<file path="config.mk">
export PLATFORM = sky130hd
export DESIGN_NAME = tdhb_row
export DESIGN_NICKNAME = d
export VERILOG_FILES = /design/src/tdhb_pkg.sv /design/src/tdhb_row.sv
export SDC_FILE = /design/constraint.sdc
export NUM_CORES = 1
export LEC_CHECK = 0
export CORE_ASPECT_RATIO = 0.7
export CORE_MARGIN = 10
export CORE_UTILIZATION = 65
export DETAILED_ROUTE_END_ITERATION = 7
export DONT_BUFFER_PORTS = 1
export PLACE_DENSITY = 0.81
export SLEW_MARGIN = 40
export SYNTH_ARGS = -nofsm -noshare
export SYNTH_HDL_FRONTEND = slang
export SYNTH_SLANG_ARGS = --single-unit
</file>
<file path="constraint.sdc">
create_clock -name i_clk -period 9.4 [get_ports i_clk]
set_input_delay 0.47 -clock i_clk [delete_from_list [all_inputs] [get_ports i_clk]]
set_output_delay 0.47 -clock i_clk [all_outputs]
set_load 0.05 [all_outputs]
</file>
<file path="src/tdhb_pkg.sv">
package tdhb_pkg;

    // field widths of the stream items
    localparam int DIST_W     = 20;
    localparam int WGT_W      = 10;
    localparam int ROW_W      = 5;
    localparam int COL_W      = 5;
    localparam int IN_DATA_W  = 40;

    // configuration port
    localparam int CFG_IDX_W  = 2;
    localparam int CFG_DATA_W = 20;
    localparam int STEP_W     = 16;
    localparam int SPAN_W     = 16;

    localparam logic [CFG_IDX_W-1:0] CFG_DIST_ORIGIN = 2'd0;
    localparam logic [CFG_IDX_W-1:0] CFG_ROW_STEP    = 2'd1;
    localparam logic [CFG_IDX_W-1:0] CFG_ROW_SPAN    = 2'd2;

    localparam logic [DIST_W-1:0] ORIGIN_RESET = 20'd10810;
    localparam logic [STEP_W-1:0] STEP_RESET   = 16'd100;
    localparam logic [SPAN_W-1:0] SPAN_RESET   = 16'd90;

    // transaction kinds
    localparam logic FUNC_ADD  = 1'b0;
    localparam logic FUNC_READ = 1'b1;

    localparam int WEIGHT_ENTRIES = 25;
    localparam logic [WGT_W-1:0] WEIGHT_TABLE [WEIGHT_ENTRIES] = '{
        10'd250, 10'd281, 10'd312, 10'd344, 10'd375, 10'd406, 10'd438, 10'd469,
        10'd500, 10'd531, 10'd562, 10'd594, 10'd625, 10'd656, 10'd688, 10'd719,
        10'd750, 10'd781, 10'd812, 10'd844, 10'd875, 10'd906, 10'd938, 10'd969,
        10'd1000
    };

    typedef struct packed {
        logic done;
        logic found;
    } t_row_res;

    // {found, column}; table values are distinct so at most one entry matches
    function automatic logic [COL_W:0] weight_col(input logic [WGT_W-1:0] w);
        logic [COL_W:0] res;
        res = '0;
        for (int c = WEIGHT_ENTRIES - 1; c >= 0; c--) begin
            if (w == WEIGHT_TABLE[c]) begin
                res = {1'b1, COL_W'(c)};
            end
        end
        return res;
    endfunction

endpackage

</file>
<file path="src/tdhb_row.sv">
module tdhb_row #(
    parameter int NUM_ROWS = 22,
    parameter int IDX_W    = 5
) (
    input  logic                           i_clk,
    input  logic                           i_rst_n,
    input  logic                           i_start,
    input  logic [tdhb_pkg::DIST_W-1:0]    i_dist,
    input  logic [tdhb_pkg::DIST_W-1:0]    i_origin,
    input  logic [tdhb_pkg::STEP_W-1:0]    i_step,
    input  logic [tdhb_pkg::SPAN_W-1:0]    i_span,
    output tdhb_pkg::t_row_res             o_res,
    output logic [IDX_W-1:0]               o_row
);
    import tdhb_pkg::*;

    localparam int ROW_BITS = 16 + $clog2(NUM_ROWS + 1);
    // holds the upper edge of the last row without wrap
    localparam int LO_W = ((ROW_BITS > DIST_W) ? ROW_BITS : DIST_W) + 1;

    logic              r_busy;
    logic [LO_W-1:0]   r_lo;
    logic [IDX_W-1:0]  r_idx;
    logic [DIST_W-1:0] r_dist;

    logic [LO_W-1:0]   hi;
    logic [LO_W-1:0]   dist_ext;
    logic              in_row;
    logic              stop;

    assign hi       = r_lo + LO_W'(i_span);
    assign dist_ext = LO_W'(r_dist);
    assign in_row   = (dist_ext >= r_lo) && (dist_ext <= hi);
    // lower edges never decrease, so once the sample lies below one no later row matches
    assign stop     = in_row || (dist_ext < r_lo) || (r_idx == IDX_W'(NUM_ROWS - 1));

    assign o_res.done  = r_busy && stop;
    assign o_res.found = in_row;
    assign o_row       = r_idx;

    always_ff @(posedge i_clk) begin
        if (!i_rst_n) begin
            r_busy <= 1'b0;
        end else if (i_start) begin
            r_busy <= 1'b1;
        end else if (r_busy && stop) begin
            r_busy <= 1'b0;
        end
    end

    always_ff @(posedge i_clk) begin
        if (i_start) begin
            r_lo   <= LO_W'(i_origin);
            r_idx  <= '0;
            r_dist <= i_dist;
        end else if (r_busy && !stop) begin
            r_lo  <= r_lo + LO_W'(i_step);
            r_idx <= r_idx + 1'b1;
        end
    end

endmodule

</file>
=== Word level (Yosys, flattened, before mapping) ===
Cells that the tools add are included.

* Eq/ne operators: 1
* Reduce and logical (&&, ||, !) cells: 8
* Add/subtract/negate cells: 3
* Mux-type cells: 4
* Magnitude comparators: 3

{| class="wikitable"
|+ Operators by type and width
! operator !! count
|-
| $add 22x16->22 || 2
|-
| $mux 20 || 2
|-
| $ge 20x22->1 || 1
|-
| $le 20x22->1 || 1
|-
| $lt 20x22->1 || 1
|-
| $add 5x1->5 const B || 1
|-
| $eq 5x5->1 const B || 1
|-
| $reduce_bool 2->1 || 2
|-
| $logic_and 1x1->1 || 3
|-
| $logic_or 1x1->1 || 2
|-
| $mux 1 || 2
|-
| $logic_not 1->1 || 1
|}

* Output and inout port bits: 7
* Logic and storage cells: 24
* Register bits after elaboration: 48
* Input port bits: 75

=== Logic depth before layout (Yosys ltp) ===
Gate-level depths: netlist of run 1.

* Word-level depth: 9
* Depth in mapped cells: 21
* Mapped depth without buffers: 20

=== Worst setup path after synthesis of run 1 ===
OpenSTA, ideal clock, no wires.

* Path type: input to register
* From: input i_span[1] (netlist bit)
* To: register r_lo[0], enable pin
* Setup time: 425 ps
* Stages on the path: 18
* Path slack: 4293 ps
* Arrival time: 4682 ps
* Path buffers: 0
* Required time: 8975 ps
* Cells stage by stage: ha_1 > a211oi_1 > o21ai_1 > a21oi_1 > o21ai_0 > a21o_1 > a21o_1 > a21oi_1 > xor2_1 > ha_1 > nand4_1 > nor3_1 > o31ai_1 > o211ai_1 > nand2_1 > a21oi_1 > nand3_1 > o21ai_0

* Longest elaborated chain between the ends: 8

{| class="wikitable"
|+ RTL lines
! item !! RTL line !! text
|-
| start: declaration || tdhb_row.sv:11 || <nowiki>input logic [tdhb_pkg::SPAN_W-1:0] i_span,</nowiki>
|-
| $add 22x16->22 || tdhb_row.sv:31 || <nowiki>assign hi = r_lo + LO_W'(i_span);</nowiki>
|-
| $le 20x22->1 || tdhb_row.sv:33 || <nowiki>assign in_row = (dist_ext >= r_lo) && (dist_ext <= hi);</nowiki>
|-
| $logic_and 1x1->1 || tdhb_row.sv:33 ||
|-
| $logic_or 1x1->1 (2 in a row) || tdhb_row.sv:35 || <nowiki>assign stop = in_row || (dist_ext < r_lo) || (r_idx == IDX_W'(NUM_ROWS - 1));</nowiki>
|-
| $logic_not 1->1 || tdhb_row.sv:56 || <nowiki>end else if (r_busy && !stop) begin</nowiki>
|-
| $logic_and 1x1->1 || tdhb_row.sv:56 ||
|-
| $reduce_bool 2->1 (no line) || n/a ||
|-
| end signal: assignment || tdhb_row.sv:53 || <nowiki>r_lo <= LO_W'(i_origin);</nowiki>
|-
| end signal: assignment || tdhb_row.sv:57 || <nowiki>r_lo <= r_lo + LO_W'(i_step);</nowiki>
|-
| end: declaration || tdhb_row.sv:22 || <nowiki>logic [LO_W-1:0] r_lo;</nowiki>
|}

No other way between the ends.
A chain may end at the register's enable or synchronous reset.

==> flow_metrics.env, run 1 <==
export IMPL_status="finished clean"
export IMPL_cp_slowest_cell="o31a_1"
export IMPL_hold_viol=0
export IMPL_syn_num_nets=641
export IMPL_placedCellCount=578
export IMPL_final_setup_tns_ns=0
export IMPL_synth_edff_count=40
export IMPL_hold_slack_ns=0.241
export IMPL_hpwl_um=9470
export IMPL_die_x_um=120
export IMPL_first_iter_violations=267
export IMPL_post_cts_setup_buffers=0
export IMPL_synth_seq_area_share_pct=30.1
export IMPL_cts_sinks=48
export IMPL_rsz0062_at_grt="false"
export IMPL_required_ns=8.93
export IMPL_finalCritPeriodShare_pct=52.6
export IMPL_layoutNonFillerInstCount=586
export IMPL_diodes=0
export IMPL_synth_top_family_by_area="adder cells"
export IMPL_initial_core_util_pct=67.0
export IMPL_design_area_um2=4710
export IMPL_fin_crit_ns=4.95
export IMPL_cp_arrival_ns=4.48
export IMPL_grt_pass1_wl_um=18300
export IMPL_cts_path_max_buffers=2
export IMPL_syn_inst=490
export IMPL_drv_cap=0
export IMPL_vias_per_cell=6.41
export IMPL_drt_wl_total_um=11500
export IMPL_dpl_worst_slack_ns=4.82
export IMPL_io_pins=82
export IMPL_routedWlPerCell_um=19.7
export IMPL_cts_tree="done"
export IMPL_cp_start_kind="register"
export IMPL_nets=642
export IMPL_antenna_found_initial=0
export IMPL_die_area_um2=10800
export IMPL_cts_max_level=2
export IMPL_ys_seq_elements=48
export IMPL_cp_end_kind="output port"
export IMPL_clkTransAtPathRegs_ns=0.10
export IMPL_syn_area_um2=4530
export IMPL_hp_class="in -> reg"
export IMPL_grt_max_degree=70
export IMPL_fmax_mhz=202
export IMPL_synth_compound_area_share_pct=19.4
export IMPL_vdd_drop_max_uv=102
export IMPL_async_reset_ff_share_pct=0
export IMPL_p_leak_nw=1.99
export IMPL_finClkSkew_ns=0.0121
export IMPL_fillers=551
export IMPL_grt_pass1_vias=3649
export IMPL_drt_pre_antenna_iters=6
export IMPL_grt_overflow=0
export IMPL_syn2layout_area_growth_pct=4.06
export IMPL_maxSlewHeadroom_pct=52.4
export IMPL_drive_above_1_share_pct=6.71
export IMPL_place_congestion=0.948
export IMPL_die_y_um=89.8
export IMPL_ys_types=57
export IMPL_max_stage_delay_ns=0.51
export IMPL_hold_buffers=0
export IMPL_setup_ws_ns=4.45
export IMPL_io_buffers=0
export IMPL_vias=3755
export IMPL_cts_root_buf="clkbuf_8"
export IMPL_drc=0
export IMPL_synth_warnings=0
export IMPL_setup_viol=0
export IMPL_grt_usage_pct=20.7
export IMPL_synth_simple_gate_area_share_pct=16.4
export IMPL_tightestPinTransition_ns=0.714
export IMPL_path_common_cell="a21oi_1"
export IMPL_cts_repair_resized=0
export IMPL_ant_nets=0
export IMPL_cts_buffers=5
export IMPL_syn_area_per_cell_um2=9.24
export IMPL_rows=25
export IMPL_slew_viol_final=0
export IMPL_core_um2=6760
export IMPL_synthAdderAreaFrac_pct=21.3
export IMPL_synthMuxAreaShare_pct=2.71
export IMPL_synth_top_flop_cell="edfxtp_1"
export IMPL_seqCellArea_um2=1360
export IMPL_synth_xor_xnor_area_share_pct=6.55
export IMPL_worstPathMaxFanout=3
export IMPL_clock_latency_ns=0.32
export IMPL_crit_chain="ha_1 -> a211oi_1 -> o21ai_1 -> a21oi_1 -> o21ai_0 -> a21o_1 -> a21o_1 -> a21oi_1 -> xor2_1 -> ha_1 -> nand4_1 -> nor3_1 -> o31ai_1 -> o211ai_1 -> nand2_1 -> a21oi_1 -> nand3_1 -> o31a_1"
export IMPL_multi_input_area_um2=3010
export IMPL_powerDensity_nw_per_um2=170
export IMPL_dpl_cell_area_um2=4620
export IMPL_path_class="reg -> out"
cell usage in the layout (no fill, tap or decap), types with 5 or more instances in the layout:
cell / netlist / routed
mux2_2: 6 / 6
nand4_1: 10 / 10
clkbuf_8: 0 / 5
nor2b_1: 11 / 11
o211ai_1: 5 / 5
nand2_1: 38 / 38
nand2b_1: 8 / 8
nand3_1: 18 / 18
xnor2_1: 18 / 18
xor2_1: 14 / 14
inv_1: 34 / 34
o21a_1: 9 / 9
a211oi_1: 7 / 7
dfxtp_1: 8 / 8
nor2_1: 35 / 35
edfxtp_1: 40 / 40
a21oi_1: 34 / 34
a21o_1: 13 / 13
ha_1: 74 / 74
o21ai_0: 35 / 34
nor3_1: 8 / 8
routing by layer:
layer / vias up / global-route usage [%] / part of all wire, %
met2: 157 / 32.1 / 44
met4: 0 / 3.11 / 0.82
met5: - / 0 / 0
met1: 1767 / 28.2 / 46
li1: 1818 / - / -
met3: 13 / 6.25 / 9.1
worst max-delay path: cells and delay by family (launching register included):
kind,cells,cell delay [ns]
XOR/XNOR,1,0.11
AO/OA/AOI/OAI,11,2.33
adder cells (fa/ha/maj),2,0.62
flip-flops,1,0.45
AND/OR/NAND/NOR,4,0.64
synthesized netlist by cell type, types with 3 or more instances:
master	count	area, µm²
nor2_1	35	131
dfxtp_1	8	160
xnor2_1	18	158
o31a_1	4	35.0
clkbuf_1	5	18.8
o31ai_1	4	30.0
o211ai_1	5	37.5
a21o_1	13	97.6
a31oi_1	3	18.8
ha_1	74	926
xor2_1	14	123
nand3_1	18	90.1
and4_1	3	26.3
o21a_1	9	67.6
edfxtp_1	40	1200
inv_1	34	128
mux2_2	6	67.6
a21oi_2	3	26.3
o21ai_1	3	15.0
o21ai_0	35	175
nand4_1	10	62.6
nand2_1	38	143
or3_1	3	18.8
nor4_1	3	18.8
nor3_1	8	40.0
a21oi_1	34	170
mux2_4	3	45.0
nand2b_1	8	50.1
nor2b_1	11	68.8
a211oi_1	7	52.6
stage by stage:
| step | utilization, % | power, mW |
|---|---|---|
| after global placement | 68.4 | 0.650 |
| final | 69.7 | 0.800 |
| after CTS | 69.7 | 0.796 |
| after floorplan | - | 0.586 |
| after global routing | 69.7 | 0.859 |
| after detailed placement | 68.4 | 0.668 |
state kept, by name, indices dropped and copies added, names as in the netlist:
signal / cells
o_row: 5
r_dist: 20
r_busy: 1
r_lo: 22
final cells by class:
type	count	area share (%)
clock inverters	3	0.372
multi-input cells	401	63.9
well taps	94	2.50
flip-flops and latches	48	28.9
inverters	34	2.71
repair buffers	1	0.159
clock buffers	5	1.46
power breakdown:
group	internal, mW	total, mW	switching, mW	leakage (nW)
clock network	0.0521	0.127	0.0749	0.0460
registers	0.259	0.289	0.0300	0.459
logic	0.166	0.384	0.218	1.49
kinds of logic after synthesis:
logic type	after synthesis
mux	10
flops	48
simple gates	146
buf+inv	41
compound gates	136
xor+xnor	33
fa+ha+maj	76
path summary, 6_finish.rpt:
path                                end  cells past startpoint                  start  slack [ns]
hold reg to reg   r_lo[21]$_SDFFE_PP0P_                      1  r_lo[21]$_SDFFE_PP0P_        0.57
hold / removal      r_dist[5]$_DFFE_PP_                      0              i_dist[5]        0.24
setup / recovery               o_res[1]                     18      r_lo[1]$_DFFE_PP_        4.45
setup reg to reg  o_row[0]$_SDFFE_PP0P_                     18      r_lo[1]$_DFFE_PP_        4.92
Note: power is estimated with default switching activity, not from simulation.
==> run 2, diff against run 1 <==
CORE_UTILIZATION = 59   (was 65)
PLACE_DENSITY = 0.78   (was 0.81)
clock period = 4.25 ns   (was 9.4 ns; I/O delays follow)
==> flow_metrics.env, run 2 (synthesized netlist as in run 1, its figures left out) <==
export IMPL_finClkSkew_ns=0.0105
export IMPL_setup_ws_ns=-0.00633
export IMPL_rsz0062_at_grt="true"
export IMPL_grt_usage_pct=20.9
export IMPL_place_congestion=0.942
export IMPL_powerDensity_nw_per_um2=368
export IMPL_p_comb_share_pct=53.2
export IMPL_finalCritPeriodShare_pct=100
export IMPL_vias_per_cell=6.30
export IMPL_p_sw_uw=804
export IMPL_routedWlPerCell_um=20.9
export IMPL_core_um2=7380
export IMPL_multi_input_area_um2=3190
export IMPL_vdd_drop_max_uv=237
export IMPL_cp_end_kind="output port"
export IMPL_cts_path_max_buffers=2
export IMPL_cts_root_buf="clkbuf_8"
export IMPL_layout_common_cells="ha_1, edfxtp_1, nand2_1"
export IMPL_antenna_found_initial=2
export IMPL_regMostFlops="r_lo"
export IMPL_path_common_cell="a21oi_2"
export IMPL_critPathBufInv=1
export IMPL_grt_pass1_wl_um=19400
export IMPL_final_common_cell="ha_1"
export IMPL_max_stage_delay_ns=0.48
export IMPL_nets=690
export IMPL_fillers=497
export IMPL_hp_class="in -> reg"
export IMPL_die_x_um=125
export IMPL_cts_tree="done"
export IMPL_cts_sinks=48
export IMPL_p_sw_share_pct=40.9
export IMPL_slew_viol_final=0
export IMPL_worstPathMaxFanout=3
export IMPL_hold_viol=0
export IMPL_rows=26
export IMPL_grt_max_degree=58
export IMPL_drive_above_1_share_pct=17.0
export IMPL_maxSlewHeadroom_pct=50.0
export IMPL_grt_pass1_vias=3717
export IMPL_report_power_total_mw=1.97
export IMPL_status="complete, but fails checks"
export IMPL_r2r_slack_ns=0.06
export IMPL_seqCellArea_um2=1360
export IMPL_fmax_mhz=235
export IMPL_violations="negative setup slack"
export IMPL_clkTransAtPathRegs_ns=0.09
export IMPL_drt_pre_antenna_iters=7
export IMPL_drv_cap=0
export IMPL_die_area_um2=11600
export IMPL_p_int_mw=1.16
export IMPL_path_class="reg -> out"
export IMPL_initial_core_util_pct=61.3
export IMPL_p_seq_share_pct=32.1
export IMPL_largest_reg_flops=22
export IMPL_setup_viol=1
export IMPL_cp_start_kind="register"
export IMPL_cp_top_family="compound AO/OA/AOI/OAI gates"
export IMPL_fin_crit_ns=4.26
export IMPL_vias=4033
export IMPL_die_y_um=93.3
export IMPL_cts_max_level=2
export IMPL_first_iter_violations=300
export IMPL_io_buffers=0
export IMPL_cp_slowest_cell="edfxtp_1"
export IMPL_hpwl_um=9810
export IMPL_required_ns=4.04
export IMPL_tightestPinTransition_ns=0.748
export IMPL_crit_chain="ha_4 -> a211oi_4 -> o21ai_2 -> a21oi_2 -> o21ai_1 -> a21o_1 -> a21o_1 -> a21oi_2 -> xor2_1 -> ha_1 -> nand4_1 -> nor3_2 -> o31ai_1 -> o211ai_1 -> nand2_1 -> a21oi_2 -> nand3_2 -> o31a_1 -> buf_12"
export IMPL_clock_latency_ns=0.33
export IMPL_grt_overflow=0
export IMPL_drt_wl_total_um=13300
export IMPL_final_setup_tns_ns=-0.00633
export IMPL_power_clock_fraction_pct=14.7
export IMPL_ant_nets=0
export IMPL_cts_buffers=5
export IMPL_io_pins=82
export IMPL_cp_arrival_ns=4.04
export IMPL_syn2layout_area_growth_pct=18.0
export IMPL_p_leak_nw=2.23
export IMPL_drc=0
export IMPL_dpl_worst_slack_ns=-0.0710
## run 2: cell count changes in the layout (fill, tap and decap cells not counted), moves of 3 or more
cell | previous run | this run
ha_1 | 74 | 67
ha_2 | 0 | 3
a211oi_1 | 7 | 4
buf_4 | 1 | 24
o21ai_0 | 34 | 28
a21oi_1 | 34 | 25
a21oi_2 | 3 | 11
ha_4 | 0 | 4
dlygate4sd3_1 | 0 | 22
o21ai_2 | 1 | 6
## run 2: layout make-up
cell class,instances,share of cell area (%)
clock buffers,5,1.29
inverters,34,2.39
multi-input cells,401,59.7
flip-flops and latches,48,25.5
diodes,2,0.0937
repair buffers,49,8.46
clock inverters,3,0.328
well taps,98,2.30
## run 2: per-layer routing
layer	vias up	GRT usage, %	wire length [µm]
met5	-	0	0
met4	0	4.84	278
met3	26	8.74	1730
met2	208	29.4	5530
met1	1870	28.8	5810
li1	1929	-	-
## run 2: timing repair
action / in CTS / in global routing
endpoints found under the hold margin: 33 / 8
hold buffers: 21 / 1
pin swaps: 4 / 16
endpoints found under the setup margin: 25 / 27
resized for setup: 9 / 35
setup buffers: 4 / 7
## run 2: metrics by stage
step	area, µm²	util (%)	std cells	hold slack (ns)
CTS	5120	69.4	630	0.000252
global placement	4770	64.5	597	0.296
detailed placement	4770	64.5	597	0.297
floorplan	4530	-	490	0.311
finish	5340	72.3	640	0.0171
global route	5340	72.3	640	0.00348
## run 2: final timing paths
check / cells past startpoint / end / startpoint
max reg2reg: 19 / o_row[3]$_SDFFE_PP0P_ / r_lo[0]$_DFFE_PP_
min reg2reg: 1 / r_lo[21]$_SDFFE_PP0P_ / r_lo[21]$_SDFFE_PP0P_
max: 19 / o_res[1] / r_lo[0]$_DFFE_PP_
min: 1 / r_busy$_SDFFE_PN0P_ / i_rst_n
## run 2: worst reg2reg max path, cell delays in order, from the launching register on
cell      delay (ns)
edfxtp_1        0.48
ha_4            0.23
a211oi_4        0.28
o21ai_2         0.12
a21oi_2         0.19
o21ai_1         0.09
a21o_1          0.18
a21o_1          0.19
a21oi_2         0.17
xor2_1          0.10
ha_1            0.31
nand4_1         0.12
nor3_2          0.23
o31ai_1         0.09
o211ai_1        0.10
nand2_1         0.10
buf_4           0.14
a21o_2          0.23
nor4_1          0.37
mux2_2          0.37
## run 2: power by group through the flow
stage | combinational, mW | clock [mW] | sequential (mW)
final | 1.05 | 0.290 | 0.632
after global routing | 1.15 | 0.321 | 0.635
after CTS | 0.936 | 0.293 | 0.625
after detailed placement | 0.886 | 0 | 0.636
after global placement | 0.853 | 0 | 0.636
after floorplan | 0.684 | 0 | 0.613
